==> src/design/tdcp_pkg.sv <==
package tdcp_pkg;

  // Command bytes
  localparam logic [7:0] CH_U     = 8'h55;
  localparam logic [7:0] CH_J     = 8'h4A;
  localparam logic [7:0] CH_B     = 8'h42;
  localparam logic [7:0] CH_L     = 8'h4C;
  localparam logic [7:0] CH_F     = 8'h46;
  localparam logic [7:0] CH_S     = 8'h53;
  localparam logic [7:0] CH_SEMI  = 8'h3B;
  localparam logic [7:0] CH_ZERO  = 8'd48;
  localparam logic [7:0] CH_NINE  = 8'd57;
  localparam logic [7:0] CH_SPACE = 8'd32;
  localparam logic [7:0] CH_TAB   = 8'd9;

  localparam int unsigned DEC_BASE = 10;

  // Command queue between front and back
  localparam int unsigned QUEUE_DEPTH = 2;
  localparam int unsigned QPTR_W      = 1;
  localparam int unsigned QCNT_W      = 2;

  typedef enum logic [3:0] {
    CLS_U,
    CLS_J,
    CLS_B,
    CLS_L,
    CLS_F,
    CLS_S,
    CLS_SEMI,
    CLS_DIGIT,
    CLS_BLANK,
    CLS_OTHER
  } cls_e;

  typedef struct packed {
    cls_e       cls;
    logic [7:0] data;
  } cmd_t;

  typedef struct packed {
    logic valid;
    cmd_t cmd;
  } queue_head_t;

endpackage

==> src/design/tdcp_if.sv <==
interface tdcp_in_if;
  logic       valid;
  logic       ready;
  logic [7:0] byte_in;

  modport source (output valid, output byte_in, input ready);
  modport sink (input valid, input byte_in, output ready);
endinterface

interface tdcp_out_if;
  logic       valid;
  logic       ready;
  logic [7:0] char_code;
  logic [7:0] col;
  logic [7:0] row;
  logic [1:0] color;

  modport source (output valid, output char_code, output col, output row, output color,
                  input ready);
  modport sink (input valid, input char_code, input col, input row, input color,
                output ready);
endinterface

==> src/design/tdcp_front.sv <==
module tdcp_front (
  input  logic                  clk_i,
  input  logic                  rst_ni,
  tdcp_in_if.sink               in_i,
  input  logic                  pop_i,
  output tdcp_pkg::queue_head_t head_o
);
  import tdcp_pkg::*;

  cmd_t              cmd_w;
  cmd_t              mem_q [QUEUE_DEPTH];
  logic [QPTR_W-1:0] wr_ptr_q, wr_ptr_d;
  logic [QPTR_W-1:0] rd_ptr_q, rd_ptr_d;
  logic [QCNT_W-1:0] cnt_q, cnt_d;
  logic              push;
  logic              pop;

  // Classify the incoming byte
  always_comb begin
    cmd_w.data = in_i.byte_in;
    case (in_i.byte_in)
      CH_U:    cmd_w.cls = CLS_U;
      CH_J:    cmd_w.cls = CLS_J;
      CH_B:    cmd_w.cls = CLS_B;
      CH_L:    cmd_w.cls = CLS_L;
      CH_F:    cmd_w.cls = CLS_F;
      CH_S:    cmd_w.cls = CLS_S;
      CH_SEMI: cmd_w.cls = CLS_SEMI;
      default: begin
        if (in_i.byte_in inside {[CH_ZERO:CH_NINE]}) begin
          cmd_w.cls = CLS_DIGIT;
        end else if (in_i.byte_in inside {CH_SPACE, CH_TAB}) begin
          cmd_w.cls = CLS_BLANK;
        end else begin
          cmd_w.cls = CLS_OTHER;
        end
      end
    endcase
  end

  assign in_i.ready = (cnt_q != QCNT_W'(QUEUE_DEPTH));
  assign push       = in_i.valid && in_i.ready;
  assign pop        = pop_i && (cnt_q != '0);

  assign head_o.valid = (cnt_q != '0);
  assign head_o.cmd   = mem_q[rd_ptr_q];

  always_comb begin
    wr_ptr_d = push ? wr_ptr_q + 1'b1 : wr_ptr_q;
    rd_ptr_d = pop ? rd_ptr_q + 1'b1 : rd_ptr_q;
    cnt_d    = cnt_q;
    if (push && !pop) begin
      cnt_d = cnt_q + 1'b1;
    end else if (pop && !push) begin
      cnt_d = cnt_q - 1'b1;
    end
  end

  always_ff @(posedge clk_i or negedge rst_ni) begin
    if (!rst_ni) begin
      wr_ptr_q <= '0;
      rd_ptr_q <= '0;
      cnt_q    <= '0;
    end else begin
      wr_ptr_q <= wr_ptr_d;
      rd_ptr_q <= rd_ptr_d;
      cnt_q    <= cnt_d;
    end
  end

  always_ff @(posedge clk_i) begin
    if (push) begin
      mem_q[wr_ptr_q] <= cmd_w;
    end
  end

endmodule

==> src/design/tdcp_back.sv <==
module tdcp_back #(
  parameter int unsigned COORD_BITS = 8
) (
  input  logic                  clk_i,
  input  logic                  rst_ni,
  input  tdcp_pkg::queue_head_t head_i,
  output logic                  pop_o,
  tdcp_out_if.source            out_o
);
  import tdcp_pkg::*;

  localparam logic [1:0] MODE_IDLE  = 2'd0;
  localparam logic [1:0] MODE_GX    = 2'd1;
  localparam logic [1:0] MODE_GY    = 2'd2;
  localparam logic [1:0] MODE_COLOR = 2'd3;

  localparam logic [COORD_BITS-1:0] CMAX = {COORD_BITS{1'b1}};

  typedef logic [COORD_BITS-1:0] coord_t;

  function automatic coord_t inc_sat(input coord_t v);
    return (v == CMAX) ? v : v + 1'b1;
  endfunction

  function automatic coord_t dec_sat(input coord_t v);
    return (v == '0) ? v : v - 1'b1;
  endfunction

  // v*10 + digit, saturated
  function automatic coord_t acc_digit(input coord_t v, input logic [3:0] d);
    logic [COORD_BITS+3:0] s;
    s = {1'b0, v, 3'b000} + {3'b000, v, 1'b0} + {{COORD_BITS{1'b0}}, d};
    return (s > {4'b0000, CMAX}) ? CMAX : s[COORD_BITS-1:0];
  endfunction

  logic [1:0] mode_q, mode_d;
  coord_t     ccol_q, ccol_d;
  coord_t     crow_q, crow_d;
  coord_t     pcol_q, pcol_d;
  coord_t     prow_q, prow_d;
  logic [1:0] color_q, color_d;

  logic       emits;
  logic       take;
  logic       out_free;
  logic       out_valid_q;
  logic [7:0] char_q;
  logic [7:0] col_q;
  logic [7:0] row_q;
  logic [1:0] ocolor_q;

  logic [COORD_BITS+7:0] ccol_ext;
  logic [COORD_BITS+7:0] crow_ext;

  cls_e       cls;
  logic [7:0] data;

  assign cls  = head_i.cmd.cls;
  assign data = head_i.cmd.data;

  always_comb begin
    mode_d  = mode_q;
    ccol_d  = ccol_q;
    crow_d  = crow_q;
    pcol_d  = pcol_q;
    prow_d  = prow_q;
    color_d = color_q;
    emits   = 1'b0;
    case (mode_q)
      MODE_IDLE: begin
        case (cls)
          CLS_U: begin
            mode_d = MODE_GX;
            pcol_d = '0;
          end
          CLS_J:   ccol_d = inc_sat(ccol_q);
          CLS_B:   ccol_d = dec_sat(ccol_q);
          CLS_L:   crow_d = inc_sat(crow_q);
          CLS_F:   crow_d = dec_sat(crow_q);
          CLS_S:   mode_d = MODE_COLOR;
          default: emits = 1'b1;
        endcase
      end
      MODE_GX: begin
        case (cls)
          CLS_SEMI: begin
            mode_d = MODE_GY;
            prow_d = '0;
          end
          CLS_DIGIT: pcol_d = acc_digit(pcol_q, data[3:0]);
          CLS_BLANK: ;
          default:   mode_d = MODE_IDLE;
        endcase
      end
      MODE_GY: begin
        case (cls)
          CLS_DIGIT: prow_d = acc_digit(prow_q, data[3:0]);
          CLS_BLANK: ;
          default: begin
            mode_d = MODE_IDLE;
            ccol_d = pcol_q;
            crow_d = prow_q;
          end
        endcase
      end
      default: begin
        // color digit '0' to '3'
        if (cls == CLS_DIGIT && data[3:2] == 2'b00) begin
          color_d = data[1:0];
        end
        mode_d = MODE_IDLE;
      end
    endcase
  end

  assign out_free = !out_valid_q || out_o.ready;
  assign take     = head_i.valid && (!emits || out_free);
  assign pop_o    = take;

  always_ff @(posedge clk_i or negedge rst_ni) begin
    if (!rst_ni) begin
      mode_q  <= MODE_IDLE;
      ccol_q  <= '0;
      crow_q  <= '0;
      pcol_q  <= '0;
      prow_q  <= '0;
      color_q <= '0;
    end else if (take) begin
      mode_q  <= mode_d;
      ccol_q  <= ccol_d;
      crow_q  <= crow_d;
      pcol_q  <= pcol_d;
      prow_q  <= prow_d;
      color_q <= color_d;
    end
  end

  always_ff @(posedge clk_i or negedge rst_ni) begin
    if (!rst_ni) begin
      out_valid_q <= 1'b0;
    end else if (take && emits) begin
      out_valid_q <= 1'b1;
    end else if (out_o.ready) begin
      out_valid_q <= 1'b0;
    end
  end

  assign ccol_ext = {8'h00, ccol_q};
  assign crow_ext = {8'h00, crow_q};

  always_ff @(posedge clk_i) begin
    if (take && emits) begin
      char_q   <= data;
      col_q    <= ccol_ext[7:0];
      row_q    <= crow_ext[7:0];
      ocolor_q <= color_q;
    end
  end

  assign out_o.valid     = out_valid_q;
  assign out_o.char_code = char_q;
  assign out_o.col       = col_q;
  assign out_o.row       = row_q;
  assign out_o.color     = ocolor_q;

endmodule

==> src/design/text_display_command_parser_core.sv <==
// Path: an accepted byte is written into the command queue; the back end takes it
// from the queue head and registers its character result in the output register.
// Throughput: one byte per cycle while out_o.ready stays high; the two-entry command
// queue and the output register absorb stalls until both are full.
// Reset (rst_ni low, asynchronous): idle mode, cursor, goto coordinates and
// color cleared to zero, queue emptied, no result pending.
module text_display_command_parser_core #(
  parameter int unsigned COORD_BITS = 8
) (
  input  logic        clk_i,
  input  logic        rst_ni,
  tdcp_in_if.sink     in_i,
  tdcp_out_if.source  out_o
);
  import tdcp_pkg::*;

  queue_head_t head;
  logic        pop;

  tdcp_front u_front (
    .clk_i  (clk_i),
    .rst_ni (rst_ni),
    .in_i   (in_i),
    .pop_i  (pop),
    .head_o (head)
  );

  tdcp_back #(
    .COORD_BITS (COORD_BITS)
  ) u_back (
    .clk_i  (clk_i),
    .rst_ni (rst_ni),
    .head_i (head),
    .pop_o  (pop),
    .out_o  (out_o)
  );

  // Pop only from a non-empty queue
  assert property (@(posedge clk_i) disable iff (!rst_ni) pop |-> head.valid)
    else $error("pop from empty command queue");

  // A new result appears only after a command was popped
  assert property (@(posedge clk_i) disable iff (!rst_ni)
    $rose(out_o.valid) |-> $past(pop))
    else $error("result without a popped command");

  // Queue fills up only through an accepted request
  assert property (@(posedge clk_i) disable iff (!rst_ni)
    $fell(in_i.ready) |-> $past(in_i.valid))
    else $error("queue became full without a request");

endmodule

==> src/flat_wrapper.sv <==
// flat-port wrapper written by rule: the top's interface ports become plain ports
module text_display_command_parser_core_flat import tdcp_pkg::*;
#(
  parameter int unsigned COORD_BITS = 8
)
  (clk_i, rst_ni, in_i_valid, in_i_byte_in, in_i_ready, out_o_valid, out_o_char_code, out_o_col, out_o_row, out_o_color, out_o_ready);
  tdcp_in_if in_i_i ();
  tdcp_out_if out_o_i ();
  input  logic clk_i;
  input  logic rst_ni;
  input wire logic [$bits(in_i_i.valid)-1:0] in_i_valid;
  input wire logic [$bits(in_i_i.byte_in)-1:0] in_i_byte_in;
  output wire logic [$bits(in_i_i.ready)-1:0] in_i_ready;
  output wire logic [$bits(out_o_i.valid)-1:0] out_o_valid;
  output wire logic [$bits(out_o_i.char_code)-1:0] out_o_char_code;
  output wire logic [$bits(out_o_i.col)-1:0] out_o_col;
  output wire logic [$bits(out_o_i.row)-1:0] out_o_row;
  output wire logic [$bits(out_o_i.color)-1:0] out_o_color;
  input wire logic [$bits(out_o_i.ready)-1:0] out_o_ready;
  assign in_i_i.valid = in_i_valid;
  assign in_i_i.byte_in = in_i_byte_in;
  assign in_i_ready = in_i_i.ready;
  assign out_o_valid = out_o_i.valid;
  assign out_o_char_code = out_o_i.char_code;
  assign out_o_col = out_o_i.col;
  assign out_o_row = out_o_i.row;
  assign out_o_color = out_o_i.color;
  assign out_o_i.ready = out_o_ready;
  text_display_command_parser_core #(.COORD_BITS(COORD_BITS)) u_core (.clk_i(clk_i), .rst_ni(rst_ni), .in_i(in_i_i), .out_o(out_o_i));
endmodule
==> config.mk <==
export PLATFORM = sky130hd
export DESIGN_NAME = text_display_command_parser_core_flat
export DESIGN_NICKNAME = d
export VERILOG_FILES = /design/src/design/tdcp_pkg.sv /design/src/design/tdcp_if.sv /design/src/design/tdcp_front.sv /design/src/design/tdcp_back.sv /design/src/design/text_display_command_parser_core.sv /design/src/flat_wrapper.sv
export SDC_FILE = /design/constraint.sdc
export NUM_CORES = 1
export LEC_CHECK = 0
export ABC_AREA = 1
export BUFFER_PORTS_ARGS = -buffer_cell sky130_fd_sc_hd__buf_2
export CAP_MARGIN = 25
export CORE_ASPECT_RATIO = 1.75
export CORE_MARGIN = 5
export CORE_UTILIZATION = 45
export CTS_CLUSTER_SIZE = 12
export DETAILED_ROUTE_END_ITERATION = 8
export PLACE_DENSITY_LB_ADDON = 0.15
export SLEW_MARGIN = 20
export SYNTH_ARGS = -nofsm -noshare
export SYNTH_HDL_FRONTEND = slang
export SYNTH_SLANG_ARGS = --single-unit
==> constraint.sdc <==
create_clock -name clk_i -period 3.6 [get_ports clk_i]
set_input_delay 0.18 -clock clk_i [delete_from_list [all_inputs] [get_ports clk_i]]
set_output_delay 0.18 -clock clk_i [all_outputs]
set_load 0.02 [all_outputs]
# After elaboration in Yosys (flattened, before gate mapping)
# Memories as Yosys holds them, arrays and structs flattened.
# Index checks and enable logic that the tools add are counted.
dict set report classes {
  div 0
  shifts 0
  n_eq_ne 35
  reduce_logical 35
  n_bitwise 1
  add_sub_neg 12
  muxes 33
  n_lt_le_gt_ge 4
  mul 0
}
# cell count
set op_table {}
lappend op_table {{$mux 8} 12}
lappend op_table {{$pmux 8 s2} 6}
lappend op_table {{$eq 8x7->1 const B} 6}
lappend op_table {{$pmux 4 s7} 1}
lappend op_table {{$add 11x9->12} 2}
lappend op_table {{$add 12x4->12} 2}
lappend op_table {{$gt 12x8->1 const B} 2}
lappend op_table {{$add 8x1->8 const B} 2}
lappend op_table {{$eq 4x3->1 const B} 4}
lappend op_table {{$eq 8x6->1 const B} 2}
lappend op_table {{$eq 8x8->1 const B} 2}
lappend op_table {{$logic_not 8->1} 2}
lappend op_table {{$sub 8x1->8 const B} 2}
lappend op_table {{$reduce_bool 2->1} 7}
lappend op_table {{$ne 3x3->1 const B} 4}
lappend op_table {{$reduce_and 4->1} 3}
lappend op_table {{$reduce_and 6->1} 2}
lappend op_table {{$ne 2x2->1 const B} 5}
lappend op_table {{$ne 3x1->1 const B} 3}
lappend op_table {{$eq 4x2->1 const B} 2}
lappend op_table {{$eq 8x4->1 const B} 1}
lappend op_table {{$ge 8x6->1 const B} 1}
lappend op_table {{$le 8x6->1 const B} 1}
lappend op_table {{$logic_and 1x1->1} 8}
lappend op_table {{other kinds (22)} 38}
dict set report totals {
  elab_cells 135
  latch_bits 0
  ff_bits 67
  rom_bits 0
  ramBits 24
  output_inout_bits 28
  inputBits 12
  n_memories 1
}
# name words width read_ports rd_clocked_by_memory_dff write_ports line_no
set memory_table {}
lappend memory_table {u_core.u_front.mem_q 2 12 1 0 1 tdcp_front.sv:11} ;# cmd_t mem_q [QUEUE_DEPTH];

# Logic depth before layout (Yosys ltp)
# An unclocked memory read counts as a cell.
dict set report logic_depth {
  word_depth 12
  ltp_mapped 19
}

# By module
# A second synthesis with hierarchy kept.
dict set report unflattened {
  cells_unflattened 747
  area_unflattened_um2 5909.4
}
# mod cells_per_inst area_per_inst_um2 instances
set modules_own_cells {}
lappend modules_own_cells {tdcp_back 599 4580.6 1}
lappend modules_own_cells {tdcp_front 148 1328.8 1}

# Worst setup path after synthesis
# OpenSTA, ideal clock, no wires.
dict set report synth_path {
  path_kind {register -> register}
  start {register u_core.u_front.rd_ptr_q}
  end {register u_core.u_back.pcol_q[0]}
  path_slack_ns 0.762
  path_stages_with_launch 16
  setup_ns 0.122
  arrival_time_ns 2.715
  n_path_buf 2
  cell_sequence {dfrtp_1 > buf_6 > inv_4 > buf_4 > nand2_1 > nand2_1 > fa_1 > fa_1 > nand3_1 > nand2_1 > nand2_1 > nand3_1 > a21oi_1 > nand3_1 > nand2_1 > o21ai_1}
}
# element line_no
set synth_rtl {}
lappend synth_rtl {{start, declared} tdcp_front.sv:13} ;# logic [QPTR_W-1:0] rd_ptr_q, rd_ptr_d;
lappend synth_rtl {{start signal, assigned} tdcp_front.sv:66} ;# rd_ptr_q <= rd_ptr_d;
lappend synth_rtl {{end signal, assigned} tdcp_back.sv:132} ;# pcol_q <= pcol_d;
lappend synth_rtl {{end, declared} tdcp_back.sv:39} ;# coord_t pcol_q, pcol_d;

==> metrics.txt <==
# TYPE chip_impl_metric gauge
chip_impl_metric{name="cts.reportedPaths.clkPinSlew",unit="ns"} 0.06
chip_impl_info{name="cell_type_group_with_the_largest_total_delay_on_the_critical_path",value="adder cells"} 1
chip_impl_metric{name="synth_xor_area_frac",unit=""} 0.0310
chip_impl_metric{name="cp.arrival",unit="ns"} 3.36
chip_impl_metric{name="clkLatencyLatePin",unit="ns"} 0.34
chip_impl_metric{name="design_power_total",unit="uW"} 5400
chip_impl_metric{name="synth.cell_area",unit="um2"} 5940
chip_impl_metric{name="timing.slew.headroom",unit=""} 0.493
chip_impl_metric{name="yosys.area.top_type_share",unit=""} 0.253
chip_impl_metric{name="ys_types",unit=""} 34
chip_impl_info{name="setup.worst_path.start_class",value="flop"} 1
chip_impl_info{name="clock-root-buffer",value="clkbuf_16"} 1
chip_impl_metric{name="routed_via_density",unit=""} 5.10
chip_impl_metric{name="finalSetupViolations",unit=""} 0
chip_impl_metric{name="irDropWorstVdd",unit="V"} 0.000351
chip_impl_metric{name="yosys_warnings",unit=""} 0
chip_impl_info{name="end_kind",value="flop"} 1
chip_impl_info{name="yosysTopAreaCell",value="edfxtp_1"} 1
chip_impl_metric{name="routed_wire_length_per_instance",unit="um"} 14.0
chip_impl_metric{name="cts-resized-gates",unit=""} 0
chip_impl_info{name="worstHoldEndpoint",value="u_core.u_back.out_o.valid$_DFFE_PN0P_"} 1
chip_impl_metric{name="timing.final.crit_share",unit=""} 0.871
chip_impl_info{name="critPathKind",value="reg -> reg"} 1
chip_impl_info{name="critical_path.most_common_cell",value="nand2_1"} 1
chip_impl_metric{name="cap_violations",unit=""} 0
chip_impl_metric{name="start_util",unit=""} 0.459
chip_impl_info{name="synth.most_common_cell",value="nand2_1"} 1
chip_impl_metric{name="timing.critical_path.buf_inv",unit=""} 1
chip_impl_info{name="hold_start",value="out_o_ready"} 1
chip_impl_metric{name="synth_compound_area_frac",unit=""} 0.0628
chip_impl_metric{name="max-clock-path-buffers",unit=""} 2
chip_impl_metric{name="postLayoutCoreUtil",unit=""} 0.511
chip_impl_info{name="worst_r2r_startpoint",value="u_core.u_front.rd_ptr_q$_DFFE_PN0P_"} 1
chip_impl_metric{name="leakagePower",unit="uW"} 0.00328
chip_impl_info{name="synth_commonest_cells",value="272 x nand2_1, 76 x inv_1, 54 x nor2_1, 50 x edfxtp_1, 45 x nand3_1"} 1
chip_impl_metric{name="rr_worst_depth",unit=""} 13
chip_impl_metric{name="htree_num_levels",unit=""} 3
chip_impl_metric{name="drtPass1Iterations",unit=""} 6
chip_impl_metric{name="final_wtd_congestion",unit=""} 0.888
chip_impl_info{name="rsz0062_at_grt",value="false"} 1
chip_impl_metric{name="period_minus_slack",unit="ns"} 3.14
chip_impl_metric{name="grt-ovfl-total",unit=""} 0
chip_impl_metric{name="ioPinCount",unit=""} 40
chip_impl_metric{name="post_synth_inst_count",unit=""} 738
chip_impl_metric{name="post_synth_edffs",unit=""} 50
chip_impl_metric{name="synth.ff_latch_count",unit=""} 91
chip_impl_metric{name="antenna_violating_nets_post_route",unit=""} 0
chip_impl_metric{name="port-buffer-count",unit=""} 39
chip_impl_info{name="tritoncts",value="yes"} 1
chip_impl_metric{name="synth_simple_gate_area_share",unit=""} 0.307
chip_impl_metric{name="fin_setup_tns",unit="ns"} 0
chip_impl_info{name="crit_path_cell_trace",value="inv_4 -> nand2_1 -> nand2_1 -> fa_1 -> fa_1 -> nand3_1 -> nand2_1 -> nand2_1 -> nand3_1 -> a21oi_1 -> nand3_1 -> nand2_1 -> o21ai_1"} 1
chip_impl_metric{name="max_slew.worst_pin.slew",unit="ns"} 0.752
chip_impl_metric{name="achievable-frequency",unit="MHz"} 319
chip_impl_metric{name="pin_count_of_the_biggest_net_entering_global_routing",unit=""} 42
chip_impl_info{name="crit_slowest_cell",value="fa_1"} 1
chip_impl_metric{name="place_hpwl",unit="um"} 10800
chip_impl_metric{name="tritoncts.num_buffers",unit=""} 9
chip_impl_metric{name="synth_fp_nets",unit=""} 799
chip_impl_metric{name="dr_total_vias",unit=""} 4907
chip_impl_metric{name="critical_path_peak_fanout",unit=""} 17
chip_impl_metric{name="drcViolationCount",unit=""} 0
chip_impl_metric{name="postSynthAreaPerCell",unit="um2"} 8.04
chip_impl_metric{name="critPathMaxStageDelay",unit="ns"} 0.51
chip_impl_metric{name="insertedDiodeCount",unit=""} 0
chip_impl_info{name="combinational_family_with_the_most_area_after_synthesis",value="simple AND/OR/NAND/NOR gates"} 1
chip_impl_metric{name="final-hold-violation-count",unit=""} 0
chip_impl_metric{name="rows",unit=""} 55
chip_impl_metric{name="ys_seq_area_frac",unit=""} 0.426
chip_impl_metric{name="drive_gt1_frac",unit=""} 0.113
chip_impl_metric{name="ys_async_sr_fraction",unit=""} 0.451
chip_impl_metric{name="synth_adder_area_share",unit=""} 0.111
chip_impl_metric{name="cts.sinks",unit=""} 91
chip_impl_metric{name="final_nets",unit=""} 847
chip_impl_metric{name="post_synth_mux_area_share",unit=""} 0.00190
chip_impl_metric{name="die-width",unit="um"} 96.8
chip_impl_metric{name="grt_use_total",unit=""} 0.181
chip_impl_metric{name="antenna_violations_before_repair",unit=""} 0
chip_impl_info{name="hold_path.class",value="in -> reg"} 1
chip_impl_metric{name="design.core.area",unit="um2"} 12900
chip_impl_metric{name="design.die.area",unit="um2"} 15700
chip_impl_metric{name="worstPathRequired",unit="ns"} 3.82
chip_impl_metric{name="fin_worst_skew",unit="ns"} 0.00710
chip_impl_info{name="result_of_the_run",value="finished, final reports clean"} 1
chip_impl_metric{name="r2r_slack",unit="ns"} 0.46
chip_impl_metric{name="area_growth_syn_to_layout",unit="%"} 11.4
chip_impl_info{name="crit-reg2reg-capture",value="u_core.u_back.pcol_q[5]$_DFFE_PN0P_"} 1
chip_impl_metric{name="cellPowerDensity",unit="nW/um2"} 816
chip_impl_metric{name="grt_pass1_vias",unit=""} 4929
chip_impl_metric{name="fp.dieH",unit="um"} 162
chip_impl_info{name="synthFlopType",value="edfxtp_1"} 1
chip_impl_metric{name="grt_pass1_wl",unit="um"} 22900
chip_impl_metric{name="drv_slew",unit=""} 0
chip_impl_metric{name="worstHoldPathCells",unit=""} 2
chip_impl_metric{name="worst_hold_slack",unit="ns"} 0.0507
chip_impl_info{name="synthTopCellsByArea",value="edfxtp_1 25%, dfrtp_1 17%, nand2_1 17%"} 1
chip_impl_metric{name="detailedRoute.firstIterationViolations",unit=""} 286
chip_impl_metric{name="detail_route.wirelength",unit="um"} 13500
==> per-stage QoR <==
step | instance area, um2 | std cells | setup WS [ns]
2_1_floorplan | 5940 | 738 | 0.762
3_3_place_gp | 6320 | 944 | 0.569
3_5_place_dp | 6320 | 944 | 0.457
4_1_cts | 6590 | 960 | 0.445
5_1_grt | 6620 | 962 | 0.140
6_report | 6620 | 962 | 0.463
==> worst reg2reg max path, cell delays in order, from the launching register on <==
cell	delay, ns
dfrtp_1	0.45
inv_4	0.18
nand2_1	0.07
nand2_1	0.20
fa_1	0.51
fa_1	0.47
nand3_1	0.10
nand2_1	0.10
nand2_1	0.10
nand3_1	0.07
a21oi_1	0.50
nand3_1	0.13
nand2_1	0.09
o21ai_1	0.07
==> how the worst max path moves through the flow <==
stage | startpoint | end | slack [ns] | cells after the start
detailed placement | u_core.u_front.rd_ptr_q$_DFFE_PN0P_ | u_core.u_back.pcol_q[5]$_DFFE_PN0P_ | 0.46 | 13
global placement | u_core.u_front.rd_ptr_q$_DFFE_PN0P_ | u_core.u_back.pcol_q[4]$_DFFE_PN0P_ | 0.57 | 13
global route | u_core.u_front.rd_ptr_q$_DFFE_PN0P_ | u_core.u_back.pcol_q[4]$_DFFE_PN0P_ | 0.14 | 15
CTS | u_core.u_front.rd_ptr_q$_DFFE_PN0P_ | u_core.u_back.pcol_q[2]$_DFFE_PN0P_ | 0.45 | 13
finish | u_core.u_front.rd_ptr_q$_DFFE_PN0P_ | u_core.u_back.pcol_q[5]$_DFFE_PN0P_ | 0.46 | 13
floorplan | u_core.u_front.rd_ptr_q$_DFFE_PN0P_ | u_core.u_back.pcol_q[0]$_DFFE_PN0P_ | 0.76 | 15
==> registers in the layout (all words and copies together) (netlist names), 8 cells and up <==
| signal | cells |
|---|---|
| u_core.u_back.prow_q | 8 |
| u_core.u_back.out_o.row | 8 |
| u_core.u_back.pcol_q | 8 |
| u_core.u_back.out_o.col | 8 |
| u_core.u_front.mem_q | 24 |
| u_core.u_back.crow_q | 8 |
| u_core.u_back.out_o.char_code | 8 |
| u_core.u_back.ccol_q | 8 |
==> per-layer routing <==
| metal | up-vias | wire length [um] | track usage |
|---|---|---|---|
| met2 | 97 | 7390 | 0.346 |
| met5 | - | 0 | 0 |
| met3 | 40 | 399 | 0.0254 |
| li1 | 2506 | - | - |
| met1 | 2264 | 4890 | 0.179 |
| met4 | 0 | 787 | 0.118 |
==> power breakdown <==
part	internal [uW]	switching (uW)	total, uW
Sequential	1580	258	1840
Combinational	900	1780	2680
Clock	473	406	879
==> cells by family (layout without fill, tap and decap cells) <==
| logic type | Yosys count | in the layout |
|---|---|---|
| muxes | 1 | 1 |
| buffers and inverters | 86 | 139 |
| and+or+nand+nor | 418 | 418 |
| adders and majority gates | 49 | 49 |
| DFF | 91 | 91 |
| xor gates and xnor gates | 21 | 21 |
| AOI/OAI and AO/OA | 72 | 72 |
==> layout by cell type, fill, tap and decap left out, drive strengths merged, types with 2 or more instances in the layout <==
cell,instances
or2,4
nor2,64
ha,43
clkbuf,9
clkinv,4
nand3b,4
nand2,279
a31oi,2
xor2,9
fa,6
a21oi,19
inv,79
edfxtp,50
nand4,10
buf,45
nor3,6
o21ai,47
nand3,49
xnor2,12
dfrtp,41
==> layout make-up <==
type / instances / area [um2]
repair buffers: 46 / 253
clock inverters: 7 / 52.6
multi-input cells: 561 / 3050
fillers: 1304 / 6320
inverters: 77 / 292
clock buffers: 9 / 225
well taps: 171 / 214
flip-flops and latches: 91 / 2530
==> repair_timing <==
item                                   in CTS  in global routing
endpoints found under the hold margin       0                 41
hold buffers                                0                  1
setup buffers                               0                  0
No activity file was read; power rests on OpenSTA's default activity.
